**config.mk**
```make
export PLATFORM = sky130hd
export DESIGN_NAME = dual_stack_shared_memory_core_flat
export DESIGN_NICKNAME = d
export VERILOG_FILES = /design/src/design/dss_pkg.sv /design/src/design/dss_if.sv /design/src/design/dual_stack_shared_memory_core.sv /design/src/design/dss_ram.sv /design/src/flat_wrapper.sv
export SDC_FILE = /design/constraint.sdc
export NUM_CORES = 1
export LEC_CHECK = 0
export ABC_AREA = 0
export BUFFER_PORTS_ARGS = -buffer_cell sky130_fd_sc_hd__buf_2
export CAP_MARGIN = 20
export CELL_PAD_IN_SITES_DETAIL_PLACEMENT = 0
export CELL_PAD_IN_SITES_GLOBAL_PLACEMENT = 1
export CORE_MARGIN = 4
export CORE_UTILIZATION = 56
export CTS_BUF_LIST = sky130_fd_sc_hd__clkbuf_8
export CTS_CLUSTER_DIAMETER = 150
export DETAILED_ROUTE_END_ITERATION = 10
export GPL_TIMING_DRIVEN = 0
export HOLD_SLACK_MARGIN = 0.15
export PLACE_DENSITY_LB_ADDON = 0.1
export SETUP_SLACK_MARGIN = 0.1
export SKIP_CTS_REPAIR_TIMING = 1
export SLEW_MARGIN = 20
export SYNTH_ARGS = -nofsm -noshare
export SYNTH_HDL_FRONTEND = slang
export SYNTH_SLANG_ARGS = --single-unit
```
**constraint.sdc**
```tcl
create_clock -name clock -period 4.1 [get_ports clock]
set_input_delay 0.82 -clock clock [delete_from_list [all_inputs] [get_ports clock]]
set_output_delay 0.82 -clock clock [all_outputs]
set_load 0.005 [all_outputs]
```
**src/design/dss_pkg.sv**
```systemverilog
package dss_pkg;

   // Field types of the request and response transactions
   typedef logic [1:0]  mode_type;
   typedef logic [1:0]  status_type;
   typedef logic [31:0] word_type;

   // Operation codes
   localparam mode_type MODE_PUSH = 2'd0;
   localparam mode_type MODE_POP  = 2'd1;
   localparam mode_type MODE_PEEK = 2'd2;
   localparam mode_type MODE_LIST = 2'd3;

   // Response status codes
   localparam status_type ST_OK    = 2'd0;
   localparam status_type ST_FULL  = 2'd1;
   localparam status_type ST_EMPTY = 2'd2;

   localparam int WORD_W = 32;

endpackage

```
**src/design/dss_if.sv**
```systemverilog
interface dss_req_if;
   import dss_pkg::*;

   logic        valid;
   logic        ready;
   mode_type    mode;
   logic        stack_sel;
   word_type    push_value;

   modport source (output valid, output mode, output stack_sel, output push_value,
                   input ready);
   modport sink   (input valid, input mode, input stack_sel, input push_value,
                   output ready);
endinterface

interface dss_rsp_if;
   import dss_pkg::*;

   logic        valid;
   logic        ready;
   status_type  status;
   word_type    data_out;
   logic        last;

   modport source (output valid, output status, output data_out, output last,
                   input ready);
   modport sink   (input valid, input status, input data_out, input last,
                   output ready);
endinterface

```
**src/design/dual_stack_shared_memory_core.sv**
```systemverilog
// Two LIFO stacks sharing one single-port-write, single-port-read RAM of DEPTH words.
// The low stack grows up from entry 0, the high stack grows down from entry DEPTH-1.
// Request channel (req_chan): mode (push, pop, peek, list), stack_sel, push_value.
// Response channel (rsp_chan): status (ok, full, empty), data_out, last.
// Push, pop and peek give one response with last set; list gives one response per
// entry, top to bottom, with last on the bottom entry, or a single empty response.
// After acceptance a request is held in the sequencer registers, and its first response
// then loads into the output register. The core takes one single-response request per
// cycle while the receiver does not stall, since the next request is taken in the cycle
// its response loads; a list gives one response per cycle, one RAM read per response.
// The response sits in an output register; a stalled receiver holds it, and the
// core then holds the pending response and the request channel waits.
// Reset (synchronous, active high) empties both stacks and drops any pending
// response; RAM contents are not cleared and are read only after being written.
module dual_stack_shared_memory_core #(
   parameter int DEPTH = 16
) (
   input  logic       clock,
   input  logic       reset,
   dss_req_if.sink    req_chan,
   dss_rsp_if.source  rsp_chan
);
   import dss_pkg::*;

   localparam int AW = $clog2(DEPTH);
   localparam int CW = $clog2(DEPTH + 1);

   localparam logic S_IDLE = 1'b0;
   localparam logic S_BUSY = 1'b1;

   logic          state_ff, state_in;
   logic [CW-1:0] low_ff, low_in;
   logic [CW-1:0] high_ff, high_in;
   logic [CW-1:0] remain_ff, remain_in;
   logic [AW-1:0] pos_ff, pos_in;
   logic          dir_ff, dir_in;
   status_type    pend_status_ff, pend_status_in;
   logic          use_mem_ff, use_mem_in;

   logic          rsp_valid_ff, rsp_valid_in;
   status_type    rsp_status_ff, rsp_status_in;
   word_type      rsp_data_ff, rsp_data_in;
   logic          rsp_last_ff, rsp_last_in;

   logic          ram_wr_en, ram_rd_en;
   logic [AW-1:0] ram_wr_addr, ram_rd_addr;
   word_type      ram_rd_data;

   logic          out_free, load_rsp, finish, accept;
   logic [CW:0]   total;
   logic          is_full;
   logic [CW-1:0] sel_count;
   logic [AW-1:0] top_addr, push_addr;

   dss_ram #(.WIDTH(WORD_W), .DEPTH(DEPTH)) u_ram (
      .clock   (clock),
      .wr_en   (ram_wr_en),
      .wr_addr (ram_wr_addr),
      .wr_data (req_chan.push_value),
      .rd_en   (ram_rd_en),
      .rd_addr (ram_rd_addr),
      .rd_data (ram_rd_data)
   );

   // Handshake decode
   assign out_free = !rsp_valid_ff || rsp_chan.ready;
   assign load_rsp = (state_ff == S_BUSY) && out_free;
   assign finish   = load_rsp && (remain_ff == CW'(1));
   assign req_chan.ready = (state_ff == S_IDLE) || finish;
   assign accept   = req_chan.valid && req_chan.ready;

   // Stack geometry
   assign total     = {1'b0, low_ff} + {1'b0, high_ff};
   assign is_full   = total >= (CW + 1)'(DEPTH);
   assign sel_count = req_chan.stack_sel ? high_ff : low_ff;
   assign top_addr  = req_chan.stack_sel ? AW'(CW'(DEPTH) - high_ff)
                                         : AW'(low_ff - CW'(1));
   assign push_addr = req_chan.stack_sel ? AW'(CW'(DEPTH - 1) - high_ff)
                                         : AW'(low_ff);

   // Sequencer: accept, access the RAM, stream responses
   always_comb begin
      state_in       = state_ff;
      low_in         = low_ff;
      high_in        = high_ff;
      remain_in      = remain_ff;
      pos_in         = pos_ff;
      dir_in         = dir_ff;
      pend_status_in = pend_status_ff;
      use_mem_in     = use_mem_ff;
      ram_wr_en      = 1'b0;
      ram_wr_addr    = push_addr;
      ram_rd_en      = 1'b0;
      ram_rd_addr    = top_addr;

      // advance through the list, or drop back to idle
      if (load_rsp) begin
         if (remain_ff == CW'(1)) begin
            state_in = S_IDLE;
         end else begin
            remain_in   = remain_ff - CW'(1);
            pos_in      = dir_ff ? pos_ff + AW'(1) : pos_ff - AW'(1);
            ram_rd_en   = 1'b1;
            ram_rd_addr = pos_in;
         end
      end

      // take a new transaction
      if (accept) begin
         state_in   = S_BUSY;
         remain_in  = CW'(1);
         dir_in     = req_chan.stack_sel;
         pos_in     = top_addr;
         use_mem_in = 1'b0;
         unique case (req_chan.mode)
            MODE_PUSH: begin
               if (is_full) begin
                  pend_status_in = ST_FULL;
               end else begin
                  pend_status_in = ST_OK;
                  ram_wr_en      = 1'b1;
                  if (req_chan.stack_sel) begin
                     high_in = high_ff + CW'(1);
                  end else begin
                     low_in = low_ff + CW'(1);
                  end
               end
            end
            MODE_POP, MODE_PEEK, MODE_LIST: begin
               if (sel_count == '0) begin
                  pend_status_in = ST_EMPTY;
               end else begin
                  pend_status_in = ST_OK;
                  use_mem_in     = 1'b1;
                  ram_rd_en      = 1'b1;
                  ram_rd_addr    = top_addr;
                  if (req_chan.mode == MODE_LIST) begin
                     remain_in = sel_count;
                  end
                  if (req_chan.mode == MODE_POP) begin
                     if (req_chan.stack_sel) begin
                        high_in = high_ff - CW'(1);
                     end else begin
                        low_in = low_ff - CW'(1);
                     end
                  end
               end
            end
            default: begin
               pend_status_in = ST_EMPTY;
            end
         endcase
      end
   end

   // Output register
   always_comb begin
      rsp_valid_in  = rsp_valid_ff;
      rsp_status_in = rsp_status_ff;
      rsp_data_in   = rsp_data_ff;
      rsp_last_in   = rsp_last_ff;
      if (load_rsp) begin
         rsp_valid_in  = 1'b1;
         rsp_status_in = pend_status_ff;
         rsp_data_in   = use_mem_ff ? ram_rd_data : '0;
         rsp_last_in   = (remain_ff == CW'(1));
      end else if (rsp_chan.ready) begin
         rsp_valid_in = 1'b0;
      end
   end

   // Control registers
   always_ff @(posedge clock) begin
      if (reset) begin
         state_ff     <= S_IDLE;
         low_ff       <= '0;
         high_ff      <= '0;
         remain_ff    <= '0;
         rsp_valid_ff <= 1'b0;
      end else begin
         state_ff     <= state_in;
         low_ff       <= low_in;
         high_ff      <= high_in;
         remain_ff    <= remain_in;
         rsp_valid_ff <= rsp_valid_in;
      end
   end

   // Payload registers
   always_ff @(posedge clock) begin
      pos_ff         <= pos_in;
      dir_ff         <= dir_in;
      pend_status_ff <= pend_status_in;
      use_mem_ff     <= use_mem_in;
      rsp_status_ff  <= rsp_status_in;
      rsp_data_ff    <= rsp_data_in;
      rsp_last_ff    <= rsp_last_in;
   end

   assign rsp_chan.valid    = rsp_valid_ff;
   assign rsp_chan.status   = rsp_status_ff;
   assign rsp_chan.data_out = rsp_data_ff;
   assign rsp_chan.last     = rsp_last_ff;

   // The two stacks never overlap
   a_no_overlap: assert property (@(posedge clock) disable iff (reset)
      total <= (CW + 1)'(DEPTH))
      else $error("stack counts exceed memory depth");

   // A RAM write never coincides with a RAM read
   a_port_excl: assert property (@(posedge clock) disable iff (reset)
      !(ram_wr_en && ram_rd_en))
      else $error("RAM read and write in the same cycle");

   // A busy sequencer always has responses left to send
   a_busy_remain: assert property (@(posedge clock) disable iff (reset)
      (state_ff == S_BUSY) |-> (remain_ff != '0))
      else $error("busy with no pending response");

   // A refused push leaves the counts unchanged
   a_full_hold: assert property (@(posedge clock) disable iff (reset)
      (accept && req_chan.mode == MODE_PUSH && is_full)
      |=> ($stable(low_ff) && $stable(high_ff)))
      else $error("full push changed the stacks");

endmodule

```
**src/design/dss_ram.sv**
```systemverilog
module dss_ram #(
   parameter int WIDTH = 32,
   parameter int DEPTH = 16
) (
   input  logic                     clock,
   input  logic                     wr_en,
   input  logic [$clog2(DEPTH)-1:0] wr_addr,
   input  logic [WIDTH-1:0]         wr_data,
   input  logic                     rd_en,
   input  logic [$clog2(DEPTH)-1:0] rd_addr,
   output logic [WIDTH-1:0]         rd_data
);

   logic [WIDTH-1:0] mem [DEPTH];
   logic [WIDTH-1:0] rd_data_ff;

   // Write port
   always_ff @(posedge clock) begin
      if (wr_en) begin
         mem[wr_addr] <= wr_data;
      end
   end

   // Registered read port, holds its data while idle
   always_ff @(posedge clock) begin
      if (rd_en) begin
         rd_data_ff <= mem[rd_addr];
      end
   end

   assign rd_data = rd_data_ff;

endmodule
```
**src/flat_wrapper.sv**
```systemverilog
// flat-port wrapper written by rule: the top's interface ports become plain ports
module dual_stack_shared_memory_core_flat import dss_pkg::*;
#(
   parameter int DEPTH = 16
)
  (clock, reset, req_chan_valid, req_chan_mode, req_chan_stack_sel, req_chan_push_value, req_chan_ready, rsp_chan_valid, rsp_chan_status, rsp_chan_data_out, rsp_chan_last, rsp_chan_ready);
  dss_req_if req_chan_i ();
  dss_rsp_if rsp_chan_i ();
  input  logic clock;
  input  logic reset;
  input wire logic [$bits(req_chan_i.valid)-1:0] req_chan_valid;
  input wire logic [$bits(req_chan_i.mode)-1:0] req_chan_mode;
  input wire logic [$bits(req_chan_i.stack_sel)-1:0] req_chan_stack_sel;
  input wire logic [$bits(req_chan_i.push_value)-1:0] req_chan_push_value;
  output wire logic [$bits(req_chan_i.ready)-1:0] req_chan_ready;
  output wire logic [$bits(rsp_chan_i.valid)-1:0] rsp_chan_valid;
  output wire logic [$bits(rsp_chan_i.status)-1:0] rsp_chan_status;
  output wire logic [$bits(rsp_chan_i.data_out)-1:0] rsp_chan_data_out;
  output wire logic [$bits(rsp_chan_i.last)-1:0] rsp_chan_last;
  input wire logic [$bits(rsp_chan_i.ready)-1:0] rsp_chan_ready;
  assign req_chan_i.valid = req_chan_valid;
  assign req_chan_i.mode = req_chan_mode;
  assign req_chan_i.stack_sel = req_chan_stack_sel;
  assign req_chan_i.push_value = req_chan_push_value;
  assign req_chan_ready = req_chan_i.ready;
  assign rsp_chan_valid = rsp_chan_i.valid;
  assign rsp_chan_status = rsp_chan_i.status;
  assign rsp_chan_data_out = rsp_chan_i.data_out;
  assign rsp_chan_last = rsp_chan_i.last;
  assign rsp_chan_i.ready = rsp_chan_ready;
  dual_stack_shared_memory_core #(.DEPTH(DEPTH)) u_core (.clock(clock), .reset(reset), .req_chan(req_chan_i), .rsp_chan(rsp_chan_i));
endmodule
```
# --- Yosys cells after proc, flatten, opt, wreduce, memory -nomap -nowiden ---
# Memories as Yosys holds them, arrays and structs flattened. A register that Yosys moved wholly into a read port is not among the register bits.
# Cells that the tools add are included.
classes:
  addsub: 10
  n_mul: 0
  n_div: 0
  magnitude_cmp: 1
  eq_ne: 12
  shift: 0
  n_mux: 49
  n_bitwise: 1
  reduce_logical: 16
ops:
  columns: ["cell", "n"]
  rows:
  - ["2-to-1 mux 5 bit", 17]
  - ["2-to-1 mux 4 bit", 11]
  - ["case mux 5 bit (2 select lines)", 2]
  - ["2-to-1 mux 1 bit", 17]
  - ["subtractor 5 x 1 -> 5 bit, second input constant", 3]
  - ["!= test 2 bit, second input constant", 6]
  - ["AND reduction 6 bit", 2]
  - ["adder 5 x 1 -> 5 bit, second input constant", 2]
  - ["adder 5 x 5 -> 6 bit", 1]
  - [">= comparator 6 x 5 -> 1 bit, second input constant", 1]
  - ["nonzero test 2 bit", 3]
  - ["== test 5 x 1 -> 1 bit, second input constant", 1]
  - ["zero test 5 bit", 1]
  - ["adder 4 x 1 -> 4 bit, second input constant", 1]
  - ["== test 2 bit, second input constant", 2]
  - ["!= test 2 x 1 -> 1 bit, second input constant", 2]
  - ["case mux 2 bit (2 select lines)", 1]
  - ["AND reduction 2 bit", 2]
  - ["subtractor 1 x 4 -> 4 bit, first input constant", 1]
  - ["subtractor 4 x 1 -> 4 bit, second input constant", 1]
  - ["subtractor 4 bit, first input constant", 1]
  - ["logical AND 1 bit", 3]
  - ["OR reduction 3 bit", 1]
  - ["== test 2 x 1 -> 1 bit, second input constant", 1]
  - ["other kinds (5)", 6]
totals:
  ff_bits: 60
  latch_bits: 0
  ramBits: 512
  rom_bits: 0
  input_bits: 39
  out_inout_bits: 37
  word_cells: 102
  mem_count: 1
mem_list:
  columns: ["memory", "words", "word_bits", "rd", "rd_clocked_by_memory_dff", "write_ports", "line_no", "rtl"]
  rows:
  - ["u_core.u_ram.mem", 16, 32, 1, 1, 1, "dss_ram.sv:14", "logic [WIDTH-1:0] mem [DEPTH];"]

# --- Longest topological paths before layout ---
depth:
  depth_word: 9
  mapped_depth: 11
  ltp_nobuf: 10

# --- Modules after synthesis ---
# From an unflattened synthesis, not the netlist that was laid out.
unflattened:
  cells_unflattened: 1129
  area_unflattened_um2: 23289.8
by_module_without_submodules:
  columns: ["module", "instances", "cells_each", "area_per_inst_um2", "seq_area_each_um2"]
  rows:
  - ["dss_ram", 1, 838, 20155.6, 16335.7]
  - ["dual_stack_shared_memory_core", 1, 291, 3134.3, 1631.6]

# --- Worst setup path before layout ---
# No wires, ideal clock.
synth_path:
  path_type: "flip-flop to flip-flop"
  startpoint: "reg u_core.remain_ff[1]"
  endpoint: "mem u_core.u_ram.mem[11][0] (enable)"
  setup_time_ns: 0.421
  t_arrival_ns: 3.363
  required_time_ns: 3.679
  setup_slack_ns: 0.316
  path_stages_with_launch: 11
  n_path_buf: 0
  synth_period_minus_slack_ns: 3.784
  path_cell_list: "dfxtp_1 > inv_1 > ha_1 > or4b_4 > o21ai_1 > nand2_1 > clkinv_1 > nand3_1 > nor2_1 > nand2_1 > nor2_1"
synth_via:
  elab_chain_len: 7
synth_rtl:
  columns: ["element", "line_no", "rtl"]
  rows:
  - ["start, declared", "dual_stack_shared_memory_core.sv:34", "logic [CW-1:0] remain_ff, remain_in;"]
  - ["start signal, assigned", "dual_stack_shared_memory_core.sv:184", "remain_ff <= remain_in;"]
  - ["== test 5 x 1 -> 1 bit", "dual_stack_shared_memory_core.sv:68", "assign finish = load_rsp && (remain_ff == CW'(1));"]
  - ["logical AND 1 bit", "dual_stack_shared_memory_core.sv:68", null]
  - ["logical OR 1 bit", "dual_stack_shared_memory_core.sv:69", "assign req_chan.ready = (state_ff == S_IDLE) || finish;"]
  - ["net req_chan_ready", "flat_wrapper.sv:15", "output wire logic [$bits(req_chan_i.ready)-1:0] req_chan_ready;"]
  - ["logical AND 1 bit", "dual_stack_shared_memory_core.sv:70", "assign accept = req_chan.valid && req_chan.ready;"]
  - ["net u_core.accept", "dual_stack_shared_memory_core.sv:49", "logic out_free, load_rsp, finish, accept;"]
  - ["2-to-1 mux 1 bit", "dual_stack_shared_memory_core.sv:109", "if (accept) begin"]
  - ["2-to-1 mux 1 bit", "dss_ram.sv:19", "if (wr_en) begin"]
  - ["2-to-1 mux 1 bit (implied by the code)", "dss_ram.sv:20", "mem[wr_addr] <= wr_data;"]
  - ["end, declared", "dss_ram.sv:14", null]
# The timed path passes the listed nets, and every way through them passes these cells.

# --- Final worst setup path ---
layout_path:
  startpoint: "reg u_core.high_ff[1]"
  endpoint: "mem u_core.u_ram.mem[1][22] (enable)"
layout_via:
  elab_chain_len: 7
  word_cells_on_any_way: 9
  cone_classes: "add/sub: 2; order compare: 1; mux: 6"
layout_rtl:
  columns: ["element", "line_no", "rtl"]
  rows:
  - ["start, declared", "dual_stack_shared_memory_core.sv:33", "logic [CW-1:0] high_ff, high_in;"]
  - ["start signal, assigned", "dual_stack_shared_memory_core.sv:183", "high_ff <= high_in;"]
  - ["adder 5 x 5 -> 6 bit", "dual_stack_shared_memory_core.sv:73", "assign total = {1'b0, low_ff} + {1'b0, high_ff};"]
  - [">= comparator 6 x 5 -> 1 bit", "dual_stack_shared_memory_core.sv:74", "assign is_full = total >= (CW + 1)'(DEPTH);"]
  - ["2-to-1 mux 1 bit", "dual_stack_shared_memory_core.sv:117", "if (is_full) begin"]
  - ["2-to-1 mux 1 bit", "dual_stack_shared_memory_core.sv:115", "unique case (req_chan.mode)"]
  - ["2-to-1 mux 1 bit", "dual_stack_shared_memory_core.sv:109", null]
  - ["2-to-1 mux 1 bit", "dss_ram.sv:19", null]
  - ["2-to-1 mux 1 bit (implied by the code)", "dss_ram.sv:20", null]
# Parallel ways exist; a longest one is shown, timed or not.

==> flow_summary.ini <==
[global_route]
use_met2 = 0.389
top_usage_layer = met2
grt_pass1_vias = 13400
antenna_found_initial = 1
grt.total_usage = 0.236
met3_usage = 0.0467
global_route.usage.met1 = 0.315
grt_pass1_wl_mm = 81.5
gr-total-overflow = 0
grt_max_degree = 25

[timing]
clock.fmax_mhz = 259
finalSetupViolations = 0
report.final.slew_viol_count = 0
finalHoldViolations = 0
max-slew-margin-rel = 0.270
period_needed_ns = 3.86
period_share = 0.941
tightest_slew_ns = 1.09
rsz0062_at_grt = false
setup_ws_ns = 0.243
finalClockSkew_ns = 0.0293

[yosys]
synth_seq_cells = 604
yosysTopAreaCellShare = 0.730
syn_avg_cell_area_um2 = 16.9
synth_nets = 1483
synth_top_area_cell = edfxtp_1
yosys_warnings = 0
synthArstFlopShare = 0
seq_area_frac_synth = 0.744
ys.flop_type = edfxtp_1
synth_area_um2 = 24200
postSynthCellCount = 1428
yosysUniqueCellTypes = 46
synth_area_leaders = edfxtp_1, mux2i_1, mux2_1, nor2_1, a21oi_1
synth-edff-count = 587

[floorplan]
die_x_um = 216
start_util = 0.571
die_h_um = 216
io_pins = 76
core_um2 = 42300
dieArea_um2 = 46500
num_rows = 75

[layout]
nets = 1686
drive_gt1_frac = 0.174
design_area_um2 = 27800
fin_util = 0.657
fin_cells = 2285
layout_common_cells = edfxtp_1, mux2i_1, buf_2
syn_to_final_growth_pct = 15.1
final_common_cell = edfxtp_1

[critical_path]
crit_arrival_ns = 4.22
reg2reg_setup_slack_ns = 0.24
reg2regPathDepth = 10
crit_end = u_core.u_ram.mem[1][22]
critPathSlowestCell = a2111oi_0
critPathMaxStageDelay_ns = 0.78
cp_cell_sequence = ha_1, a31o_2, a21o_1, a2111oi_0, nand3_1, nor2_1, nand2_1, nor2_4, buf_16, buf_16
crit_path_frequent_cell = buf_16
startpoint_type = flop
critical_path.top_delay_family = compound AO/OA/AOI/OAI gates
end_kind = flop
required_ns = 4.46
critPathMaxFanout = 16
reg2reg_from = u_core.high_ff[1]
reg2reg_to = u_core.u_ram.mem[1][22]
cp.buffers_inverters = 2
crit_cells = 10
path_class = reg2reg
startpoint = u_core.high_ff[1]

[power]
p_leak_nw = 10.0
power.total_mw = 13.8
cellPowerDensity_nw_per_um2 = 495
peakVddDrop_mv = 0.556

[clocking]
htree_levels = 3
clkSlewWorstSetupHoldPaths_ns = 0.06
cts-root-buf = clkbuf_8
cts_tree = built
cts_max_path_buffers = 3
cts.sinks = 604
clk_latency_ns = 0.68
cts_buffers = 94

[placed_design]
dp_cells = 2107
dpl_cell_area_um2 = 26100
place_ws_ns = 0.0796
hpwl_mm = 35.3
place_congestion = 0.814
portBuffers = 74

[detailed_routing]
drt_iter0_markers = 1009
antenna_left = 0
wl_mm = 54.7
via_count = 13100
wl_per_cell_um = 23.9
via_per_inst = 5.75
drc = 0
dr.pass1.iters = 6

[status]
status = finished clean

[min_path]
hold_path.class = in2reg
min_path_cells = 3

[job]
cap_viol_max_count = 0
## worst min-delay path: cells and delay by family
family | cells | cell delay (ns)
buf+inv | 2 | 0.16
compound gates | 1 | 0.05
## worst min-delay path by stage
stage | startpoint | end
after detailed placement | u_core.pend_status_ff[0] | u_core.rsp_chan.status[0]
after floorplan | u_core.pend_status_ff[0] | u_core.rsp_chan.status[0]
after global routing | req_chan_valid | u_core.state_ff
after global placement | u_core.pend_status_ff[0] | u_core.rsp_chan.status[0]
after CTS | req_chan_valid | u_core.state_ff
final | req_chan_valid | u_core.state_ff
## power by group
| group | internal, mW | total (mW) | leakage, nW | switching [mW] |
|---|---|---|---|---|
| sequential | 7.04 | 7.10 | 5.47 | 0.0601 |
| combinational | 0.784 | 2.21 | 3.57 | 1.42 |
| clock | 2.21 | 4.46 | 0.976 | 2.25 |
| total | 10.0 | 13.8 | 10.0 | 3.73 |
## area by class of cell
cell class	instances	area [µm²]
multi-input combinational	730	5920
buffer	75	329
inverter	19	71.3
tap	577	722
timing repair buffer	107	1130
fill	2985	14500
antenna	1	2.50
sequential	604	18000
clock buffer	94	1290
clock inverter	78	364
## layer usage
metal  wire (µm)  vias up
met2       26500      474
met1       22700     6535
met5           0        -
li1            -     5985
met4        1770        0
met3        3710      136
## metrics by stage
step	hold WS (ns)	TNS (ns)
2_1_floorplan	0.400	0
3_3_place_gp	0.405	-862.18
3_5_place_dp	0.411	0
4_1_cts	0.353	0
5_1_grt	0.394	0
6_report	0.404	0
## synthesized netlist by cell type, drive strengths merged (7+ instances only)
| cell | count |
|---|---|
| buf | 38 |
| a22oi | 32 |
| nor2 | 111 |
| mux2 | 65 |
| nand2 | 16 |
| inv | 18 |
| a21oi | 80 |
| nor3 | 7 |
| edfxtp | 587 |
| ha | 14 |
| xnor2 | 12 |
| and2 | 35 |
| clkbuf | 37 |
| mux2i | 267 |
| o221ai | 32 |
| o21ai | 7 |
| dfxtp | 17 |
## sequential cells by signal (all words and copies together), names as in the netlist
name and count:
u_core.dir_ff 1, u_core.rsp_chan.last 1, u_core.u_ram.mem 512, u_core.remain_ff 5, u_core.high_ff 5, u_core.pend_status_ff 2
u_core.state_ff 1, u_core.rsp_chan.data_out 32, u_core.rsp_chan.valid 1, u_core.use_mem_ff 1, u_core.rsp_chan.status 2, u_core.low_ff 5
u_core.pos_ff 4, u_core.u_ram.rd_data 32
## cell families after synthesis
group / Yosys count / share of synthesized area
adder cells (fa/ha/maj): 16 / 0.00891
XOR/XNOR: 17 / 0.00616
AND/OR/NAND/NOR: 190 / 0.0366
flip-flops: 604 / 0.744
AO/OA/AOI/OAI: 175 / 0.0472
buffers and inverters: 94 / 0.0163
multiplexers: 332 / 0.141
(Power assumes the default switching activity.)
